===== src/rtl/core/u8sd_pkg.sv =====
// ----------------------------------------------------------------------------
// u8sd_pkg
// shared types and constants of the streaming utf-8 decoder
// ----------------------------------------------------------------------------
`default_nettype none

package u8sd_pkg;

  localparam int DATA_W      = 8;   // input byte
  localparam int CP_W        = 21;  // code point
  localparam int CNT_OUT_W   = 16;  // char_count port
  localparam int PAYLOAD_W   = 7;   // widest lead payload (ascii)
  localparam int CONT_BITS   = 6;   // bits carried by a continuation byte
  localparam int QUEUE_DEPTH = 4;
  localparam int QPTR_W      = 2;
  localparam int QCNT_W      = 3;

  // byte masks and lead patterns
  localparam logic [DATA_W-1:0] ASCII_TOP  = 8'h80;
  localparam logic [DATA_W-1:0] CLS2_MASK  = 8'hE0;
  localparam logic [DATA_W-1:0] CLS2_CODE  = 8'hC0;
  localparam logic [DATA_W-1:0] CLS3_MASK  = 8'hF0;
  localparam logic [DATA_W-1:0] CLS3_CODE  = 8'hE0;
  localparam logic [DATA_W-1:0] CLS4_MASK  = 8'hF8;
  localparam logic [DATA_W-1:0] CLS4_CODE  = 8'hF0;
  localparam logic [DATA_W-1:0] CONT_MASK  = 8'hC0;
  localparam logic [DATA_W-1:0] CONT_CODE  = 8'h80;
  localparam logic [DATA_W-1:0] PAY1_MASK  = 8'h7F;
  localparam logic [DATA_W-1:0] PAY2_MASK  = 8'h1F;
  localparam logic [DATA_W-1:0] PAY3_MASK  = 8'h0F;
  localparam logic [DATA_W-1:0] PAY4_MASK  = 8'h07;
  localparam logic [DATA_W-1:0] PAYC_MASK  = 8'h3F;

  typedef enum logic [2:0] {
    CLS_TERM,
    CLS_ASCII,
    CLS_CONT,
    CLS_LEAD2,
    CLS_LEAD3,
    CLS_LEAD4,
    CLS_BAD
  } byte_class_t;

  typedef struct packed {
    byte_class_t          cls;
    logic [PAYLOAD_W-1:0] payload;  // ascii keeps 7 bits, all others the low 6
  } q_entry_t;

  typedef struct packed {
    logic full;
    logic empty;
  } q_status_t;

endpackage

`default_nettype wire


===== src/rtl/core/u8sd_front.sv =====
// ----------------------------------------------------------------------------
// u8sd_front
// accepts input beats, classifies each byte and masks its payload
// ----------------------------------------------------------------------------
`default_nettype none

module u8sd_front (
  input  wire logic                          rst_n,
  input  wire logic                          in_valid,
  input  wire logic [u8sd_pkg::DATA_W-1:0]   in_data_byte,
  output logic                               in_stall,
  input  wire u8sd_pkg::q_status_t           q_status,
  output logic                               push,
  output u8sd_pkg::q_entry_t                 push_entry
);

  logic [u8sd_pkg::DATA_W-1:0] masked;

  always_comb begin
    masked           = '0;
    push_entry.cls   = u8sd_pkg::CLS_BAD;
    if (in_data_byte == '0) begin
      push_entry.cls = u8sd_pkg::CLS_TERM;
    end else if ((in_data_byte & u8sd_pkg::ASCII_TOP) == '0) begin
      push_entry.cls = u8sd_pkg::CLS_ASCII;
      masked         = in_data_byte & u8sd_pkg::PAY1_MASK;
    end else if ((in_data_byte & u8sd_pkg::CONT_MASK) == u8sd_pkg::CONT_CODE) begin
      push_entry.cls = u8sd_pkg::CLS_CONT;
      masked         = in_data_byte & u8sd_pkg::PAYC_MASK;
    end else if ((in_data_byte & u8sd_pkg::CLS2_MASK) == u8sd_pkg::CLS2_CODE) begin
      // lead payloads are narrowed in the back end; the six low bits still
      // serve when the byte lands inside an open sequence
      push_entry.cls = u8sd_pkg::CLS_LEAD2;
      masked         = in_data_byte & u8sd_pkg::PAYC_MASK;
    end else if ((in_data_byte & u8sd_pkg::CLS3_MASK) == u8sd_pkg::CLS3_CODE) begin
      push_entry.cls = u8sd_pkg::CLS_LEAD3;
      masked         = in_data_byte & u8sd_pkg::PAYC_MASK;
    end else if ((in_data_byte & u8sd_pkg::CLS4_MASK) == u8sd_pkg::CLS4_CODE) begin
      push_entry.cls = u8sd_pkg::CLS_LEAD4;
      masked         = in_data_byte & u8sd_pkg::PAYC_MASK;
    end else begin
      // 11111xxx; continuation bits still kept for a byte inside a sequence
      push_entry.cls = u8sd_pkg::CLS_BAD;
      masked         = in_data_byte & u8sd_pkg::PAYC_MASK;
    end
    push_entry.payload = masked[u8sd_pkg::PAYLOAD_W-1:0];
  end

  // nothing is taken while reset is held
  assign in_stall = q_status.full || !rst_n;
  assign push     = in_valid && !in_stall;

endmodule

`default_nettype wire


===== src/rtl/core/u8sd_queue.sv =====
// ----------------------------------------------------------------------------
// u8sd_queue
// short fifo of classified bytes between front and back
// ----------------------------------------------------------------------------
`default_nettype none

module u8sd_queue (
  input  wire logic                 clk,
  input  wire logic                 rst_n,
  input  wire logic                 push,
  input  wire u8sd_pkg::q_entry_t   push_entry,
  input  wire logic                 pop,
  output u8sd_pkg::q_entry_t        head_entry,
  output u8sd_pkg::q_status_t       q_status
);

  u8sd_pkg::q_entry_t                 mem_r [u8sd_pkg::QUEUE_DEPTH];
  logic [u8sd_pkg::QPTR_W-1:0]        wr_ptr_r, wr_ptr_nxt;
  logic [u8sd_pkg::QPTR_W-1:0]        rd_ptr_r, rd_ptr_nxt;
  logic [u8sd_pkg::QCNT_W-1:0]        cnt_r, cnt_nxt;

  always_comb begin
    wr_ptr_nxt = push ? wr_ptr_r + 1'b1 : wr_ptr_r;
    rd_ptr_nxt = pop  ? rd_ptr_r + 1'b1 : rd_ptr_r;
    cnt_nxt    = cnt_r;
    if (push && !pop) begin
      cnt_nxt = cnt_r + 1'b1;
    end else if (pop && !push) begin
      cnt_nxt = cnt_r - 1'b1;
    end
  end

  always_ff @(posedge clk) begin
    if (!rst_n) begin
      wr_ptr_r <= '0;
      rd_ptr_r <= '0;
      cnt_r    <= '0;
    end else begin
      wr_ptr_r <= wr_ptr_nxt;
      rd_ptr_r <= rd_ptr_nxt;
      cnt_r    <= cnt_nxt;
    end
  end

  always_ff @(posedge clk) begin
    if (push) begin
      mem_r[wr_ptr_r] <= push_entry;
    end
  end

  assign head_entry     = mem_r[rd_ptr_r];
  assign q_status.full  = (cnt_r == u8sd_pkg::QCNT_W'(u8sd_pkg::QUEUE_DEPTH));
  assign q_status.empty = (cnt_r == '0);

  // fill level stays within depth, pointer distance agrees with it, and no pop from an empty queue
  assert property (@(posedge clk) disable iff (!rst_n)
    cnt_r <= u8sd_pkg::QCNT_W'(u8sd_pkg::QUEUE_DEPTH))
    else $error("queue count beyond depth");
  assert property (@(posedge clk) disable iff (!rst_n)
    (wr_ptr_r - rd_ptr_r) == cnt_r[u8sd_pkg::QPTR_W-1:0])
    else $error("queue pointers disagree with count");
  assert property (@(posedge clk) disable iff (!rst_n)
    q_status.empty |-> !pop)
    else $error("pop from empty queue");

endmodule

`default_nettype wire


===== src/rtl/core/u8sd_back.sv =====
// ----------------------------------------------------------------------------
// u8sd_back
// sequence state, character count and the result register
// ----------------------------------------------------------------------------
`default_nettype none

module u8sd_back #(
  parameter int COUNT_BITS = 16
) (
  input  wire logic                            clk,
  input  wire logic                            rst_n,
  input  wire u8sd_pkg::q_entry_t              head_entry,
  input  wire u8sd_pkg::q_status_t             q_status,
  output logic                                 pop,
  output logic                                 out_valid,
  input  wire logic                            out_stall,
  output logic [u8sd_pkg::CP_W-1:0]            out_code_point,
  output logic                                 out_char_valid,
  output logic                                 out_is_last,
  output logic [u8sd_pkg::CNT_OUT_W-1:0]       out_char_count,
  output logic                                 out_bad_lead
);

  localparam int CW = u8sd_pkg::CP_W;
  localparam int CB = u8sd_pkg::CONT_BITS;

  logic [1:0]            pending_r, pending_nxt;
  logic [CW-1:0]         partial_r, partial_nxt;
  logic [COUNT_BITS-1:0] chars_r, chars_nxt, chars_inc;
  logic                  err_r, err_nxt;

  logic                  emit;
  logic [CW-1:0]         res_cp;
  logic                  res_valid, res_last, res_bad;
  logic [COUNT_BITS-1:0] res_cnt;
  logic [CW-1:0]         cont_val;

  logic                  out_valid_r, out_valid_nxt;
  logic [CW-1:0]         cp_r;
  logic                  char_valid_r, is_last_r, bad_r;
  logic [u8sd_pkg::CNT_OUT_W-1:0] cnt_r;

  assign pop       = !q_status.empty && (!out_valid_r || !out_stall);
  assign chars_inc = (chars_r == {COUNT_BITS{1'b1}}) ? chars_r : chars_r + 1'b1;
  assign cont_val  = {partial_r[CW-CB-1:0], head_entry.payload[CB-1:0]};

  always_comb begin
    pending_nxt = pending_r;
    partial_nxt = partial_r;
    chars_nxt   = chars_r;
    err_nxt     = err_r;
    emit        = 1'b0;
    res_cp      = '0;
    res_valid   = 1'b0;
    res_last    = 1'b0;
    res_bad     = 1'b0;
    res_cnt     = '0;
    if (pop) begin
      if (head_entry.cls == u8sd_pkg::CLS_TERM) begin
        // close the string, flushing a cut-short sequence with zero fill
        emit     = 1'b1;
        res_last = 1'b1;
        res_bad  = err_r;
        if (pending_r != 2'd0 && !err_r) begin
          res_valid = 1'b1;
          case (pending_r)
            2'd1:    res_cp = {partial_r[CW-CB-1:0], {CB{1'b0}}};
            2'd2:    res_cp = {partial_r[CW-2*CB-1:0], {(2*CB){1'b0}}};
            2'd3:    res_cp = {partial_r[CW-3*CB-1:0], {(3*CB){1'b0}}};
            default: res_cp = '0;
          endcase
          res_cnt = chars_inc;
        end else begin
          res_cnt = err_r ? '0 : chars_r;
        end
        pending_nxt = '0;
        partial_nxt = '0;
        chars_nxt   = '0;
        err_nxt     = 1'b0;
      end else if (!err_r) begin
        if (pending_r != 2'd0) begin
          // any nonzero byte inside a sequence counts as a continuation
          pending_nxt = pending_r - 2'd1;
          if (pending_r == 2'd1) begin
            emit        = 1'b1;
            res_valid   = 1'b1;
            res_cp      = cont_val;
            chars_nxt   = chars_inc;
            partial_nxt = '0;
          end else begin
            partial_nxt = cont_val;
          end
        end else begin
          unique case (head_entry.cls) inside
            u8sd_pkg::CLS_ASCII: begin
              emit      = 1'b1;
              res_valid = 1'b1;
              res_cp    = CW'(head_entry.payload);
              chars_nxt = chars_inc;
            end
            u8sd_pkg::CLS_LEAD2: begin
              partial_nxt = CW'({1'b0, head_entry.payload} & u8sd_pkg::PAY2_MASK);
              pending_nxt = 2'd1;
            end
            u8sd_pkg::CLS_LEAD3: begin
              partial_nxt = CW'({1'b0, head_entry.payload} & u8sd_pkg::PAY3_MASK);
              pending_nxt = 2'd2;
            end
            u8sd_pkg::CLS_LEAD4: begin
              partial_nxt = CW'({1'b0, head_entry.payload} & u8sd_pkg::PAY4_MASK);
              pending_nxt = 2'd3;
            end
            u8sd_pkg::CLS_CONT, u8sd_pkg::CLS_BAD: begin
              err_nxt = 1'b1;
            end
            default: begin
              err_nxt = err_r;
            end
          endcase
        end
      end
    end
  end

  always_comb begin
    if (emit) begin
      out_valid_nxt = 1'b1;
    end else if (!out_stall) begin
      out_valid_nxt = 1'b0;
    end else begin
      out_valid_nxt = out_valid_r;
    end
  end

  always_ff @(posedge clk) begin
    if (!rst_n) begin
      pending_r   <= '0;
      partial_r   <= '0;
      chars_r     <= '0;
      err_r       <= 1'b0;
      out_valid_r <= 1'b0;
    end else begin
      pending_r   <= pending_nxt;
      partial_r   <= partial_nxt;
      chars_r     <= chars_nxt;
      err_r       <= err_nxt;
      out_valid_r <= out_valid_nxt;
    end
  end

  always_ff @(posedge clk) begin
    if (emit) begin
      cp_r         <= res_cp;
      char_valid_r <= res_valid;
      is_last_r    <= res_last;
      bad_r        <= res_bad;
      cnt_r        <= u8sd_pkg::CNT_OUT_W'(res_cnt);
    end
  end

  assign out_valid      = out_valid_r;
  assign out_code_point = cp_r;
  assign out_char_valid = char_valid_r;
  assign out_is_last    = is_last_r;
  assign out_bad_lead   = bad_r;
  assign out_char_count = cnt_r;

  // every beat carries a character or closes the string
  assert property (@(posedge clk) disable iff (!rst_n)
    out_valid_r |-> (char_valid_r || is_last_r))
    else $error("result beat with neither character nor terminator");
  // terminator leaves a clean state for the next string
  assert property (@(posedge clk) disable iff (!rst_n)
    (pop && head_entry.cls == u8sd_pkg::CLS_TERM)
      |=> (pending_r == 2'd0 && !err_r && chars_r == '0))
    else $error("state not cleared after terminator");
  // no open sequence once the error is sticky
  assert property (@(posedge clk) disable iff (!rst_n)
    err_r |-> (pending_r == 2'd0))
    else $error("sequence open while error set");

endmodule

`default_nettype wire


===== src/rtl/core/utf8_stream_decoder.sv =====
// ----------------------------------------------------------------------------
// utf8_stream_decoder
// streaming utf-8 decoder for zero-terminated strings
// ----------------------------------------------------------------------------
// input channel: one string byte per beat on in_data_byte; a zero byte ends
//   the string. in_stall rises when the internal byte queue is full and is
//   held high while rst_n is low.
// output channel: one beat per completed character (out_char_valid set) and
//   one closing beat per string (out_is_last set) that carries out_char_count
//   and out_bad_lead. char_count is zero when a bad lead byte was seen, so the
//   string is to be dropped; after a bad lead the rest of the string gives no
//   beats until the terminator.
// throughput: one byte per clock while the result is not stalled, set by the
//   decode step in the back end; bytes that produce no result still pass it.
// path: an accepted byte is written into the queue, then decoded from the
//   queue head into the result register that drives its result beat.
// reset: rst_n low clears the queue, the sequence state, the count and the
//   result valid; the block accepts bytes as soon as rst_n is high again.
// stall: a stalled result holds; the back end stops popping while the queue
//   keeps absorbing up to four bytes, then in_stall rises.
// ----------------------------------------------------------------------------
`default_nettype none

module utf8_stream_decoder #(
  parameter int COUNT_BITS = 16  // width of the saturating char counter, 8..32
) (
  input  wire logic                               clk,
  input  wire logic                               rst_n,
  // byte input
  input  wire logic                               in_valid,
  output logic                                    in_stall,
  input  wire logic [u8sd_pkg::DATA_W-1:0]        in_data_byte,
  // decoded results
  output logic                                    out_valid,
  input  wire logic                               out_stall,
  output logic [u8sd_pkg::CP_W-1:0]               out_code_point,
  output logic                                    out_char_valid,
  output logic                                    out_is_last,
  output logic [u8sd_pkg::CNT_OUT_W-1:0]          out_char_count,
  output logic                                    out_bad_lead
);

  // front to queue
  logic                 push;
  u8sd_pkg::q_entry_t   push_entry;
  // queue to back
  logic                 pop;
  u8sd_pkg::q_entry_t   head_entry;
  u8sd_pkg::q_status_t  q_status;

  // classify and mask each byte as it is accepted
  u8sd_front u_front (
    .rst_n        (rst_n),
    .in_valid     (in_valid),
    .in_data_byte (in_data_byte),
    .in_stall     (in_stall),
    .q_status     (q_status),
    .push         (push),
    .push_entry   (push_entry)
  );

  // decouples input acceptance from result stalls
  u8sd_queue u_queue (
    .clk        (clk),
    .rst_n      (rst_n),
    .push       (push),
    .push_entry (push_entry),
    .pop        (pop),
    .head_entry (head_entry),
    .q_status   (q_status)
  );

  // sequence assembly, counting and the output register
  u8sd_back #(
    .COUNT_BITS (COUNT_BITS)
  ) u_back (
    .clk            (clk),
    .rst_n          (rst_n),
    .head_entry     (head_entry),
    .q_status       (q_status),
    .pop            (pop),
    .out_valid      (out_valid),
    .out_stall      (out_stall),
    .out_code_point (out_code_point),
    .out_char_valid (out_char_valid),
    .out_is_last    (out_is_last),
    .out_char_count (out_char_count),
    .out_bad_lead   (out_bad_lead)
  );

endmodule

`default_nettype wire

===== config.mk =====
export PLATFORM = sky130hd
export DESIGN_NAME = utf8_stream_decoder
export DESIGN_NICKNAME = d
export VERILOG_FILES = /design/src/rtl/core/u8sd_pkg.sv /design/src/rtl/core/u8sd_front.sv /design/src/rtl/core/u8sd_queue.sv /design/src/rtl/core/u8sd_back.sv /design/src/rtl/core/utf8_stream_decoder.sv
export SDC_FILE = /design/constraint.sdc
export NUM_CORES = 1
export LEC_CHECK = 0
export ABC_AREA = 1
export BUFFER_PORTS_ARGS = -buffer_cell sky130_fd_sc_hd__buf_2
export CAP_MARGIN = 20
export CORE_AREA = 4 4 107 109
export DETAILED_ROUTE_END_ITERATION = 6
export DIE_AREA = 0 0 111 113
export PLACE_DENSITY = 0.78
export RECOVER_POWER = 100
export SYNTH_ARGS = -nofsm -noshare
export SYNTH_HDL_FRONTEND = slang
export SYNTH_SLANG_ARGS = --single-unit

===== constraint.sdc =====
create_clock -name clk -period 3.6 [get_ports clk]
set_clock_uncertainty 0.05 [all_clocks]
set_input_delay 0.72 -clock clk [delete_from_list [all_inputs] [get_ports clk]]
set_output_delay 0.72 -clock clk [all_outputs]
set_load 0.05 [all_outputs]

Yosys cells after proc, flatten, opt, wreduce, memory -nomap -nowiden
Memories as Yosys holds them, arrays and structs flattened. A register that Yosys moved wholly into a read port is not among the register bits.
Cells that the tools add are included.
{ "totals": {"wordCells": 118, "n_memories": 1, "ramBits": 40, "input_bits": 12, "reg_bits": 82, "output_inout_bits": 42} }
{ "mem_list": {"columns": ["name", "words", "width", "rd", "rd_clocked_by_memory_dff", "wr", "line", "rtl"], "rows": [
  ["u_queue.mem_r", 4, 10, 1, 1, 1, "u8sd_queue.sv:17", "u8sd_pkg::q_entry_t mem_r [u8sd_pkg::QUEUE_DEPTH];"]
]} }
{ "op_classes": {"eq_ne": 18, "n_reduce_logical": 27, "n_mux": 53, "n_addsub": 6} }
{ "ops": {"columns": ["op", "n"], "rows": [
  ["two-way mux 16 bit", 8],
  ["two-way mux 21 bit", 5],
  ["case mux 21 bit (3 select lines)", 1],
  ["two-way mux 15 bit", 4],
  ["case mux 15 bit (3 select lines)", 1],
  ["two-way mux 3 bit", 7],
  ["two-way mux 7 bit", 3],
  ["two-way mux 1 bit", 17],
  ["adder 16 x 1 -> 16 bit (second input constant)", 1],
  ["equality test 16 bit (second input constant)", 1],
  ["logical NOT 8 bit", 2],
  ["equality test 3 bit (second input constant)", 5],
  ["two-way mux 2 bit", 6],
  ["logical NOT 1 bit", 8],
  ["equality test 2 bit (second input constant)", 3],
  ["equality test 3 x 2 -> 1 bit (second input constant)", 2],
  ["logical NOT 3 bit", 2],
  ["case mux 2 bit (3 select lines)", 1],
  ["equality test 5 bit (second input constant)", 1],
  ["logical AND 1 bit", 5],
  ["nonzero test 5 bit", 1],
  ["adder 2 x 1 -> 2 bit (second input constant)", 2],
  ["equality test 4 bit (second input constant)", 1],
  ["AND reduction 4 bit", 1],
  ["14 further kinds", 16]
]} }

Logic depth before layout (Yosys ltp)
Gate-level depths: netlist (run 1).
{ "logic_depth": {"depth_word": 8, "mapped_depth": 15, "mapped_depth_nobuf": 13} }

Modules after synthesis
From an unflattened synthesis (run 1), not the netlist that was laid out.
{ "hier_totals": {"cells_unflattened": 635, "area_unflattened_um2": 5821.8} }
{ "modules_own_cells": {"columns": ["module", "cells_each", "instances", "area_each_um2", "seq_area_each_um2"], "rows": [
  ["u8sd_back", 454, 1, 3778.6, 1901.8],
  ["u8sd_queue", 155, 1, 1938.1, 1381.3],
  ["u8sd_front", 26, 1, 105.1, 0.0]
]} }

Worst setup path before layout (run 1)
No wires, ideal clock.
{ "synth_path": {"path_type": "input port to flip-flop", "startpoint": "input out_stall", "endpoint": "register u_back.bad_r, in the netlist u_back.out_bad_lead (enable)", "n_path_buf": 0, "required_ps": 3151, "arrival_time_ps": 2320, "cell_stages": 7, "path_slack_ps": 831, "setup_time_ps": 399, "path_cell_list": "nand2_1 inv_1 a21oi_4 inv_2 nor2_8 nand3_2 nand2_1"} }
{ "synth_between": {"elab_chain_len": 4} }
{ "synth_lines": {"columns": ["item", "line", "rtl"], "rows": [
  ["start, declared", "utf8_stream_decoder.sv:35", "input wire logic out_stall,"],
  ["logical NOT 1 bit", "u8sd_back.sv:43", "assign pop = !q_status.empty && (!out_valid_r || !out_stall);"],
  ["logical OR 1 bit", "u8sd_back.sv:43", null],
  ["logical AND 1 bit", "u8sd_back.sv:43", null],
  ["two-way mux 1 bit", "u8sd_back.sv:58", "if (pop) begin"],
  ["named net u_back.emit", "u8sd_back.sv:32", "logic emit;"],
  ["end signal, assigned", "u8sd_back.sv:156", "bad_r <= res_bad;"],
  ["end, declared", "u8sd_back.sv:40", "logic char_valid_r, is_last_r, bad_r;"]
]} }
The timed path passes the listed nets, and every way through them passes these cells.
A chain may end at the register's enable or synchronous reset.

==> results of run 1 <==
[final cells by class]
cell class	instances	area (um2)
Clock buffer	19	431.7
Clock inverter	13	215.2
Fill cell	882	3592
Inverter	72	272.8
Multi-Input combinational cell	483	2375
Sequential cell	124	3283
Tap cell	140	175.2
Timing Repair Buffer	60	257.7
[cells by family (layout without fill, tap and decap cells)]
group           count (synthesis)  count (layout)  share of synthesized area, %
buf+inv                       106             164                         7.535
simple gates                  386             386                         28.74
flops                         124             124                         53.44
fa+ha+maj                       7               7                         1.548
xor+xnor                        6               6                        0.8554
compound gates                 84              84                         7.882
[final timing paths]
| path | start | slack (ns) | end |
|---|---|---|---|
| setup / recovery | register | 0.62 | u_back.pending_r[1] |
| setup reg to reg | register | 0.62 | u_back.pending_r[1] |
| hold reg to reg | u_back.partial_r[12] | 0.42 | u_back.partial_r[12] |
| hold / removal | u_back.partial_r[12] | 0.42 | u_back.partial_r[12] |
[power breakdown]
part	internal, mW	leakage [nW]	total [mW]	switching [mW]
registers	2.04	1.11	2.28	0.241
logic	0.755	1.42	3.37	2.61
clock network	1.22	0.313	1.85	0.629
total	4.01	2.85	7.49	3.48
[worst register-to-register path, cell delays in order (launching register included)]
cell	delay, ns
dfxtp_1	0.49
inv_1	0.32
nand3_1	0.17
nand2_1	0.25
nand4_4	0.19
buf_4	0.29
nand2_1	0.41
nand2_1	0.35
inv_4	0.12
nor2_1	0.13
nor2_1	0.08
[metrics by stage]
step	hold WS, ns	std cells	power, mW	worst slack (ns)
floorplan	0.3863	713	5.097	0.8309
global placement	0.4013	879	5.664	1.045
detailed placement	0.4106	879	5.726	0.9984
CTS	0.3506	911	7.614	1.092
global route	0.4303	911	7.965	0.4305
finish	0.4221	911	7.494	0.6223
[registers in the layout, summed over array words and instances (netlist names), named ones only]
register and cells:
u_queue.rd_ptr_r 2, u_back.out_char_count 16, u_back.out_bad_lead 1, u_back.out_char_valid 1
u_back.pending_r 2, u_queue.wr_ptr_r 2, u_back.out_is_last 1, u_queue.mem_r 40
u_queue.cnt_r 3, u_back.chars_r 16, u_back.err_r 1, u_back.partial_r 15
u_back.out_code_point 21, u_back.out_valid 1
[routing by layer]
layer | vias up | global-route usage [%] | routed length [um]
met2 | 210 | 37.42 | 6559
met5 | - | 0 | 0
li1 | 2458 | - | -
met3 | 29 | 5.882 | 1101
met4 | 0 | 9.442 | 251
met1 | 2310 | 27.25 | 5508
[cells in the final DEF, fill, tap and decap left out, types with 2 or more instances in the layout]
cell type	netlist	routed
nand4_1	12	12
bufinv_16	0	5
inv_2	8	6
clkbuf_16	0	16
nor2_1	127	128
clkbuf_8	0	2
dfxtp_1	44	44
edfxtp_1	80	80
nor2_8	2	2
o21ai_0	31	31
nand2_1	142	144
nand3_4	2	2
inv_1	62	64
buf_4	4	3
clkbuf_1	19	53
buf_2	5	4
nor2_4	2	2
xor2_1	5	5
a21oi_1	37	37
nand2_2	3	3
a211oi_1	5	5
nand3_2	6	5
clkinv_4	0	5
or2_2	2	2
nand3_1	71	72
a32oi_1	5	5
nor3_1	8	8
ha_1	6	6
nand2_4	5	3
==> results.sh, run 1 <==
export IMPL_status="finished, final reports clean"
export IMPL_ys_types=41
export IMPL_grt_overflow=0
export IMPL_peakVddDrop_mv=0.4642
export IMPL_route_detailed_drc=0
export IMPL_yosysTopAreaCell="edfxtp_1"
export IMPL_max_freq_ghz=0.3358
export IMPL_synth_ff_latch_count=124
export IMPL_cts_resized_gates=0
export IMPL_reg2reg_depth=10
export IMPL_yosys_top_cells_area="edfxtp_1, dfxtp_1, nand2_1, nor2_1, nand3_1"
export IMPL_netlist_top_cells_count="nand2_1, nor2_1, edfxtp_1"
export IMPL_synth_edf_count=80
export IMPL_drv_cap=0
export IMPL_critical_path_class="register to register"
export IMPL_antenna_found_initial=0
export IMPL_firstDrtPassIters=5
export IMPL_nNetsFinal=777
export IMPL_netlist_instances=713
export IMPL_syn_avg_cell_area_um2=8.616
export IMPL_cts_buffers=17
export IMPL_cp_start_kind="register"
export IMPL_synthesis_area_mm2=0.006143
export IMPL_root_buffer="clkbuf_8"
export IMPL_cts_clk_slew_worst_paths_ns=0.06
export IMPL_final_antenna_net_count=0
export IMPL_yosysMostFrequentCell="nand2_1"
export IMPL_cellPowerDensity_mw_per_mm2=1069
export IMPL_final_min_clock_period_ns=2.978
export IMPL_crit_family="simple AND/OR/NAND/NOR gates"
export IMPL_power_leakage_nw=2.848
export IMPL_drv_slew=0
export IMPL_io_pins=54
export IMPL_htree_num_levels=4
export IMPL_hold_viol_final=0
export IMPL_syn_num_nets=732
export IMPL_drtIter0Drc=430
export IMPL_coreArea_mm2=0.01060
export IMPL_wirelength_um=13420
export IMPL_diodes=0
export IMPL_vias=5007
export IMPL_cp_slowest_cell="dfxtp_1"
export IMPL_hold_path_class="register to register"
export IMPL_postCtsSetupBuffers=0
export IMPL_cp_common_cell="nand2_1"
export IMPL_syn_to_final_growth_pct=14.11
export IMPL_drive_gt1_share_pct=9.079
export IMPL_initial_core_util_pct=57.94
export IMPL_clkLatencyLatePin_ns=0.53
export IMPL_setup_violations_final=0
export IMPL_synth_async_reset_ratio_pct=0
export IMPL_slew_limit_headroom_pct=21.58
export IMPL_ys_seq_area_share_pct=53.44
export IMPL_yosys_warnings=0
export IMPL_rows=38
export IMPL_postCtsHoldBufs=0
export IMPL_hold_depth=2
export IMPL_critPathBufInv=3
export IMPL_finalInstanceArea_mm2=0.007010
export IMPL_die_area_mm2=0.01254
export IMPL_crit_fanout=23
export IMPL_die_y_um=113
export IMPL_grt_max_degree=41
export IMPL_dpl_hpwl_um=8832
export IMPL_end_kind="register"
export IMPL_grt_setup_unrepaired="false"
export IMPL_place_congestion=0.8925
export IMPL_clock_sinks=124
export IMPL_critPathMaxStageDelay_ns=0.49
export IMPL_required_ns=3.96
export IMPL_tns_ns=0
export IMPL_grt_pass1_vias=4709
export IMPL_synth_main_ff_cell="edfxtp_1"
export IMPL_critPathArrivalTime_ns=3.34
export IMPL_io_buffer_count=53
export IMPL_clk_path_buf_depth=2
export IMPL_grtUsageTotal_pct=22.23
export IMPL_placed_cell_area_mm2=0.006461
export IMPL_synth_top_area_share_pct=39.10
export IMPL_cp_cell_sequence="inv_1, nand3_1, nand2_1, nand4_4, buf_4, nand2_1, nand2_1, inv_4, nor2_1, nor2_1"
export IMPL_crit_cells=10
export IMPL_routedWlPerCell_um=14.73
export IMPL_worst_slew_pin_slew_ns=1.172
export IMPL_die_w_um=111
export IMPL_grt_first_pass_wirelength_um=22330
export IMPL_cts_tree="done"
export IMPL_vias_per_cell=5.496
export IMPL_finish_utilization_pct=66.12
export IMPL_period_share_pct=82.71
No activity file was read; power rests on OpenSTA's default activity.
==> run 2: changes to the inputs <==
ABC_AREA = 0   (was 1)
CORE_AREA = 4 4 109 111   (was 4 4 107 109)
DIE_AREA = 0 0 113 115   (was 0 0 111 113)
PLACE_DENSITY = 0.75   (was 0.78)
clock period = 2.6 ns   (was 3.6 ns; I/O delays follow)
==> run 2 against run 1 <==
Die area up 3.6%. Sequential power up 27%. First-iteration DRC count down 13%. Cell count down 21%. Via count down 16%. Critical endpoint is now u_back.chars_r[8]. Highest routed layer unchanged.
==> results.sh, run 2 <==
export IMPL_grt_first_pass_wirelength_um=19780
export IMPL_whs_endpoint="u_queue.mem_r[1][2]"
export IMPL_clkLatencyLatePin_ns=0.52
export IMPL_end_kind="register"
export IMPL_grt_pass1_vias=3972
export IMPL_die_w_um=113
export IMPL_synth_edf_count=80
export IMPL_placed_cell_area_mm2=0.006216
export IMPL_cp_cell_sequence="mux4_2, or3b_1, a21boi_4, buf_12, a41oi_1, a311oi_1"
export IMPL_fill_cells=868
export IMPL_max_freq_ghz=0.4080
export IMPL_hold_path_class="input port to register"
export IMPL_area_sequential_mm2=0.003284
export IMPL_io_pins=54
export IMPL_peakVddDrop_mv=0.6465
export IMPL_io_buffer_count=53
export IMPL_holdWs_ns=0.2438
export IMPL_critPathArrivalTime_ns=2.82
export IMPL_worstReg2RegEnd="u_back.chars_r[8]"
export IMPL_grtUsageTotal_pct=19.44
export IMPL_drive_gt1_share_pct=14.06
export IMPL_drtIter0Drc=375
export IMPL_pre_cts_slack_ns=0.09469
export IMPL_syn_num_nets=515
export IMPL_cp_slowest_cell="mux4_2"
export IMPL_drv_slew=0
export IMPL_hold_viol_final=0
export IMPL_cts_tree="done"
export IMPL_root_buffer="clkbuf_8"
export IMPL_synthesis_area_mm2=0.005717
export IMPL_nNetsFinal=582
export IMPL_htree_num_levels=4
export IMPL_netlist_instances=496
export IMPL_synth_async_reset_ratio_pct=0
export IMPL_grt_overflow=0
export IMPL_netlist_top_cells_count="edfxtp_1, nand2_1, dfxtp_1"
export IMPL_clk_path_buf_depth=2
export IMPL_yosysMostFrequentCell="edfxtp_1"
export IMPL_antenna_found_initial=0
export IMPL_syn_avg_cell_area_um2=11.53
export IMPL_diodes=0
export IMPL_final_min_clock_period_ns=2.451
export IMPL_hold_depth=1
export IMPL_synth_main_ff_cell="edfxtp_1"
export IMPL_finalInstanceArea_mm2=0.006754
export IMPL_critPathBufInv=1
export IMPL_cellPowerDensity_mw_per_mm2=1266
export IMPL_place_congestion=0.8449
export IMPL_final_antenna_net_count=0
export IMPL_ys_types=66
export IMPL_coreArea_mm2=0.01079
export IMPL_layout_common_cells="edfxtp_1, nand2_1, clkbuf_1, dfxtp_1, nor2_1"
export IMPL_final_common_cell="edfxtp_1"
export IMPL_initial_core_util_pct=52.97
export IMPL_critical_path_class="register to register"
export IMPL_rrSetupSlack_ns=0.15
export IMPL_cp_start_kind="register"
export IMPL_ys_seq_area_share_pct=57.43
export IMPL_worst_slack_ns=0.1491
export IMPL_power_leakage_nw=2.271
export IMPL_multi_input_area_mm2=0.002232
export IMPL_yosys_warnings=0
export IMPL_period_share_pct=94.27
export IMPL_critPathMaxStageDelay_ns=0.62
export IMPL_syn_to_final_growth_pct=18.14
export IMPL_grt_setup_unrepaired="false"
export IMPL_cts_clk_slew_worst_paths_ns=0.06
export IMPL_synth_top_area_share_pct=42.02
export IMPL_synth_ff_latch_count=124
export IMPL_wirelength_um=12360
export IMPL_crit_fanout=27
export IMPL_dpl_hpwl_um=8399
export IMPL_cts_buffers=17
export IMPL_status="finished, final reports clean"
export IMPL_largest_register="u_queue.mem_r"
export IMPL_route_detailed_drc=0
export IMPL_largest_reg_flops=40
export IMPL_tns_ns=0
export IMPL_vias=4185
export IMPL_clock_sinks=124
export IMPL_setup_violations_final=0
export IMPL_die_area_mm2=0.01300
export IMPL_rows=38
export IMPL_routedWlPerCell_um=17.27
export IMPL_yosys_top_cells_area="edfxtp_1, dfxtp_1, mux4_2, nand2_1, mux2i_1"
export IMPL_crit_family="multiplexers"
export IMPL_vias_per_cell=5.845
export IMPL_worst_slew_pin_slew_ns=0.7601
export IMPL_die_y_um=115
export IMPL_drv_cap=0
export IMPL_yosysTopAreaCell="edfxtp_1"
export IMPL_grt_max_degree=28
export IMPL_min_from="in_data_byte[2]"
export IMPL_firstDrtPassIters=6
export IMPL_slew_limit_headroom_pct=48.86
export IMPL_reg2reg_depth=6
export IMPL_required_ns=2.97
## run 2: changes by cell type after synthesis, moves of 19 or more
cell | before | now
nand2_1 | 142 | 59
nor2_1 | 127 | 33
mux2i_1 | 0 | 19
inv_1 | 62 | 12
nand3_1 | 71 | 16
o21ai_0 | 31 | 8
## run 2: metal layers
layer	track usage [%]	wire length (um)	vias up
li1	-	-	1975
met4	7.772	163	0
met5	0	0	-
met1	25.31	5399	2008
met3	4.632	818	18
met2	31.64	5983	184
## run 2: kinds of logic after synthesis
| group | count (synthesis) | share of synthesized area [%] |
|---|---|---|
| simple gates | 188 | 17.40 |
| flops | 124 | 57.43 |
| fa+ha+maj | 7 | 1.663 |
| buf+inv | 49 | 3.786 |
| compound gates | 83 | 9.959 |
| xor+xnor | 15 | 2.298 |
| mux | 30 | 7.463 |
## run 2: area by class of cell
type	count	share of cell area, %
flip-flops and latches	124	48.63
well taps	140	2.594
clock inverters	15	2.557
clock buffers	17	6.132
repair buffers	83	6.262
multi-input cells	324	33.05
inverters	13	0.7781
## run 2: repair_timing
| action | 4_1_cts | 5_1_grt |
|---|---|---|
| setup endpoints to repair | 0 | 10 |
| buffers inserted | 0 | 1 |
| resized for setup | 0 | 2 |
| hold buffers | 0 | 0 |
## run 2: metrics by stage
step                power, mW  utilization [%]  cells
CTS                     8.647            63.03    713
floorplan               5.441                -    496
global placement        6.237            57.59    681
finish                  8.547            62.58    716
detailed placement      6.323            57.59    681
global route            8.947            62.58    716
## run 2: how the worst max path moves through the flow
stage / startpoint / to / cells after the start
4_1_cts: register / u_back.chars_r[8] / 6
2_1_floorplan: u_back.out_valid / u_back.out_bad_lead / 4
3_5_place_dp: register / u_back.chars_r[8] / 6
6_report: register / u_back.chars_r[8] / 6
3_3_place_gp: u_back.chars_r[1] / u_back.out_char_count[13] / 6
5_1_grt: u_back.chars_r[1] / u_back.out_char_count[3] / 7
## run 2: report_power, final
| part | internal (mW) | total, mW | switching, mW |
|---|---|---|---|
| Sequential | 2.65 | 2.90 | 0.253 |
| Combinational | 0.933 | 3.33 | 2.39 |
| Clock | 1.46 | 2.32 | 0.864 |
==> run 3: changes to the inputs <==
CORE_AREA = 4 4 108 110   (was 4 4 109 111)
DIE_AREA = 0 0 112 114   (was 0 0 113 115)
PLACE_DENSITY = 0.74   (was 0.75)
SYNTH_HIERARCHICAL = 1   (was default)
==> run 3 against run 2 <==
Clock power fell by 4%. Sequential cell count stayed put. Cell count fell by 3.4%. Sequential power fell by 3%. Critical path type unchanged.
==> results.sh, run 3 <==
export IMPL_status="finished, final reports clean"
export IMPL_period_share_pct=94.69
export IMPL_grt_first_pass_wirelength_um=18840
export IMPL_layout_common_cells="edfxtp_1, clkbuf_1, dfxtp_1, o21ai_0, nor2_1"
export IMPL_worstReg2RegStart="u_queue/cnt_r[0]"
export IMPL_grtUsageTotal_pct=18.69
export IMPL_cp_cell_sequence="nor3_1, a21o_1, inv_1, inv_1, ha_1, inv_1, fa_1, xor2_1, or3_1, a21boi_1"
export IMPL_synth_edf_count=80
export IMPL_final_cell_count_no_fill=692
export IMPL_wirelength_um=11250
export IMPL_nNetsFinal=558
export IMPL_yosysMostFrequentCell="edfxtp_1"
export IMPL_fill_cells=883
export IMPL_final_common_cell="edfxtp_1"
export IMPL_grt_overflow=0
export IMPL_cp_slowest_cell="nor3_1"
export IMPL_drv_slew=0
export IMPL_root_buffer="clkbuf_8"
export IMPL_min_from="in_data_byte[2]"
export IMPL_initial_core_util_pct=51.68
export IMPL_cp_start_kind="register"
export IMPL_yosys_warnings=6
export IMPL_internal_power_mw=4.708
export IMPL_io_pins=54
export IMPL_dp_cells=658
export IMPL_power_leakage_nw=2.187
export IMPL_critPathLaunch="u_queue/cnt_r[0]"
export IMPL_syn_avg_cell_area_um2=11.66
export IMPL_cts_buffers=17
export IMPL_critPathBufInv=3
export IMPL_synthesis_area_mm2=0.005529
export IMPL_grt_setup_unrepaired="false"
export IMPL_p_sw_mw=3.077
export IMPL_reg2reg_depth=10
export IMPL_cp_common_cell="inv_1"
export IMPL_hold_viol_final=0
export IMPL_largest_reg_flops=40
export IMPL_pwr_share_seq_pct=36.0
export IMPL_clkLatencyLatePin_ns=0.52
export IMPL_antenna_found_initial=0
export IMPL_holdWs_ns=0.2231
export IMPL_clock_sinks=124
export IMPL_route_detailed_drc=0
export IMPL_ys_seq_area_share_pct=59.38
export IMPL_setup_violations_final=0
export IMPL_grt_pass1_vias=3817
export IMPL_p_comb_share_pct=35.3
export IMPL_critical_path_class="register to register"
export IMPL_syn_num_nets=493
export IMPL_critPathMaxStageDelay_ns=0.37
export IMPL_grt_max_degree=35
export IMPL_synth_async_reset_ratio_pct=0
export IMPL_slew_limit_headroom_pct=47.32
export IMPL_die_w_um=112
export IMPL_yosys_top_cells_area="edfxtp_1, dfxtp_1, mux4_2, o21ai_0, nor2_1"
export IMPL_required_ns=2.99
export IMPL_hold_path_class="input port to register"
export IMPL_netlist_top_cells_count="edfxtp_1, dfxtp_1, o21ai_0"
export IMPL_clkPwrFrac_pct=28.6
export IMPL_max_freq_ghz=0.4062
export IMPL_yosysTopAreaCell="edfxtp_1"
export IMPL_end_kind="register"
export IMPL_ys_types=61
export IMPL_worst_slew_pin_slew_ns=0.7897
export IMPL_synth_ff_latch_count=124
export IMPL_dpl_hpwl_um=7461
export IMPL_htree_num_levels=4
export IMPL_die_y_um=114
export IMPL_crit_fanout=4
export IMPL_synth_main_ff_cell="edfxtp_1"
export IMPL_syn_to_final_growth_pct=17.31
export IMPL_vias=3899
export IMPL_coreArea_mm2=0.01070
export IMPL_cts_tree="done"
export IMPL_rows=38
export IMPL_netlist_instances=474
export IMPL_place_congestion=0.8750
export IMPL_hold_depth=1
export IMPL_drtIter0Drc=200
export IMPL_largest_register="u_queue/mem_r"
export IMPL_io_buffer_count=53
export IMPL_netSwitchingFraction_pct=39.52
export IMPL_cts_clk_slew_worst_paths_ns=0.06
export IMPL_drv_cap=0
export IMPL_synth_top_area_share_pct=43.45
export IMPL_drive_gt1_share_pct=14.13
export IMPL_routedWlPerCell_um=16.26
export IMPL_postCtsHoldBufs=0
export IMPL_crit_cells=10
export IMPL_critPathArrivalTime_ns=2.85
export IMPL_final_min_clock_period_ns=2.462
export IMPL_diodes=0
export IMPL_die_area_mm2=0.01277
export IMPL_peakVddDrop_mv=0.5926
export IMPL_clk_path_buf_depth=2
export IMPL_vias_per_cell=5.634
export IMPL_firstDrtPassIters=5
export IMPL_cellPowerDensity_mw_per_mm2=1200
export IMPL_final_antenna_net_count=0
export IMPL_crit_family="simple AND/OR/NAND/NOR gates"
run 3: changes by cell type after synthesis, sizes merged, moves of 7 or more:
cell / previous run / this run
xnor2: 3 / 11
nand2: 59 / 33
a21oi: 26 / 15
o21ai: 12 / 36
mux2i: 19 / 4
nand3: 16 / 23
clkbuf: 30 / 19
xor2: 12 / 3
run 3: layer usage:
layer	wire (um)	up-vias	GRT usage (%)	part of all wire [%]
met5	0	-	0	0
li1	-	1893	-	-
met3	560	14	5.464	5.0
met1	5022	1894	23.69	45
met2	5514	98	30.86	49
met4	153	0	6.651	1.4
run 3: stage by stage:
stage	setup WS (ns)	power (mW)	utilization (%)	cell area [um2]	setup TNS, ns
after CTS	0.07666	7.954	61.51	6580	0
after global placement	0.1890	5.606	56.21	6013	0
after detailed placement	0.08960	5.680	56.21	6013	0
final	0.1381	7.785	60.63	6486	0
after floorplan	-0.1255	4.859	-	5542	-1.007
after global routing	0.01879	8.197	60.63	6486	0
run 3: repair_timing:
item,4_1_cts,5_1_grt
resized for setup,1,3
pin swaps,0,0
endpoints found under the setup margin,1,18
setup buffers,0,2
run 3: worst paths after layout:
kind	to	slack, ns
worst max-delay path	u_queue/cnt_r[2]	0.14
worst min-delay path	u_queue/mem_r[3][2]	0.22
worst max register to register	u_queue/cnt_r[2]	0.14
worst min register to register	u_back/partial_r[13]	0.42
run 3: area by class of cell:
cell class                      count  area, um2  area share [%]
Multi-Input combinational cell    303       2024           31.21
Sequential cell                   124       3287           50.68
Clock inverter                     14      143.9           2.218
Clock buffer                       18      417.9           6.443
Inverter                           15      56.30          0.8681
Timing Repair Buffer               78      381.6           5.883
Tap cell                          140      175.2           2.701
run 3: cells by family after synthesis:
group	count (synthesis)	share of synthesized area, %
AO/OA/AOI/OAI	99	11.54
XOR/XNOR	14	2.218
adder cells (fa/ha/maj)	7	1.720
buffers and inverters	47	3.983
flip-flops	124	59.38
multiplexers	16	5.205
AND/OR/NAND/NOR	167	15.95
run 3: power by group through the flow:
stage,Combinational (mW),Sequential [mW],Clock [mW]
2_1_floorplan,1.27,3.59,0
3_3_place_gp,2.79,2.81,0
3_5_place_dp,2.85,2.83,0
4_1_cts,2.88,2.80,2.27
5_1_grt,2.96,2.86,2.38
6_report,2.75,2.81,2.23
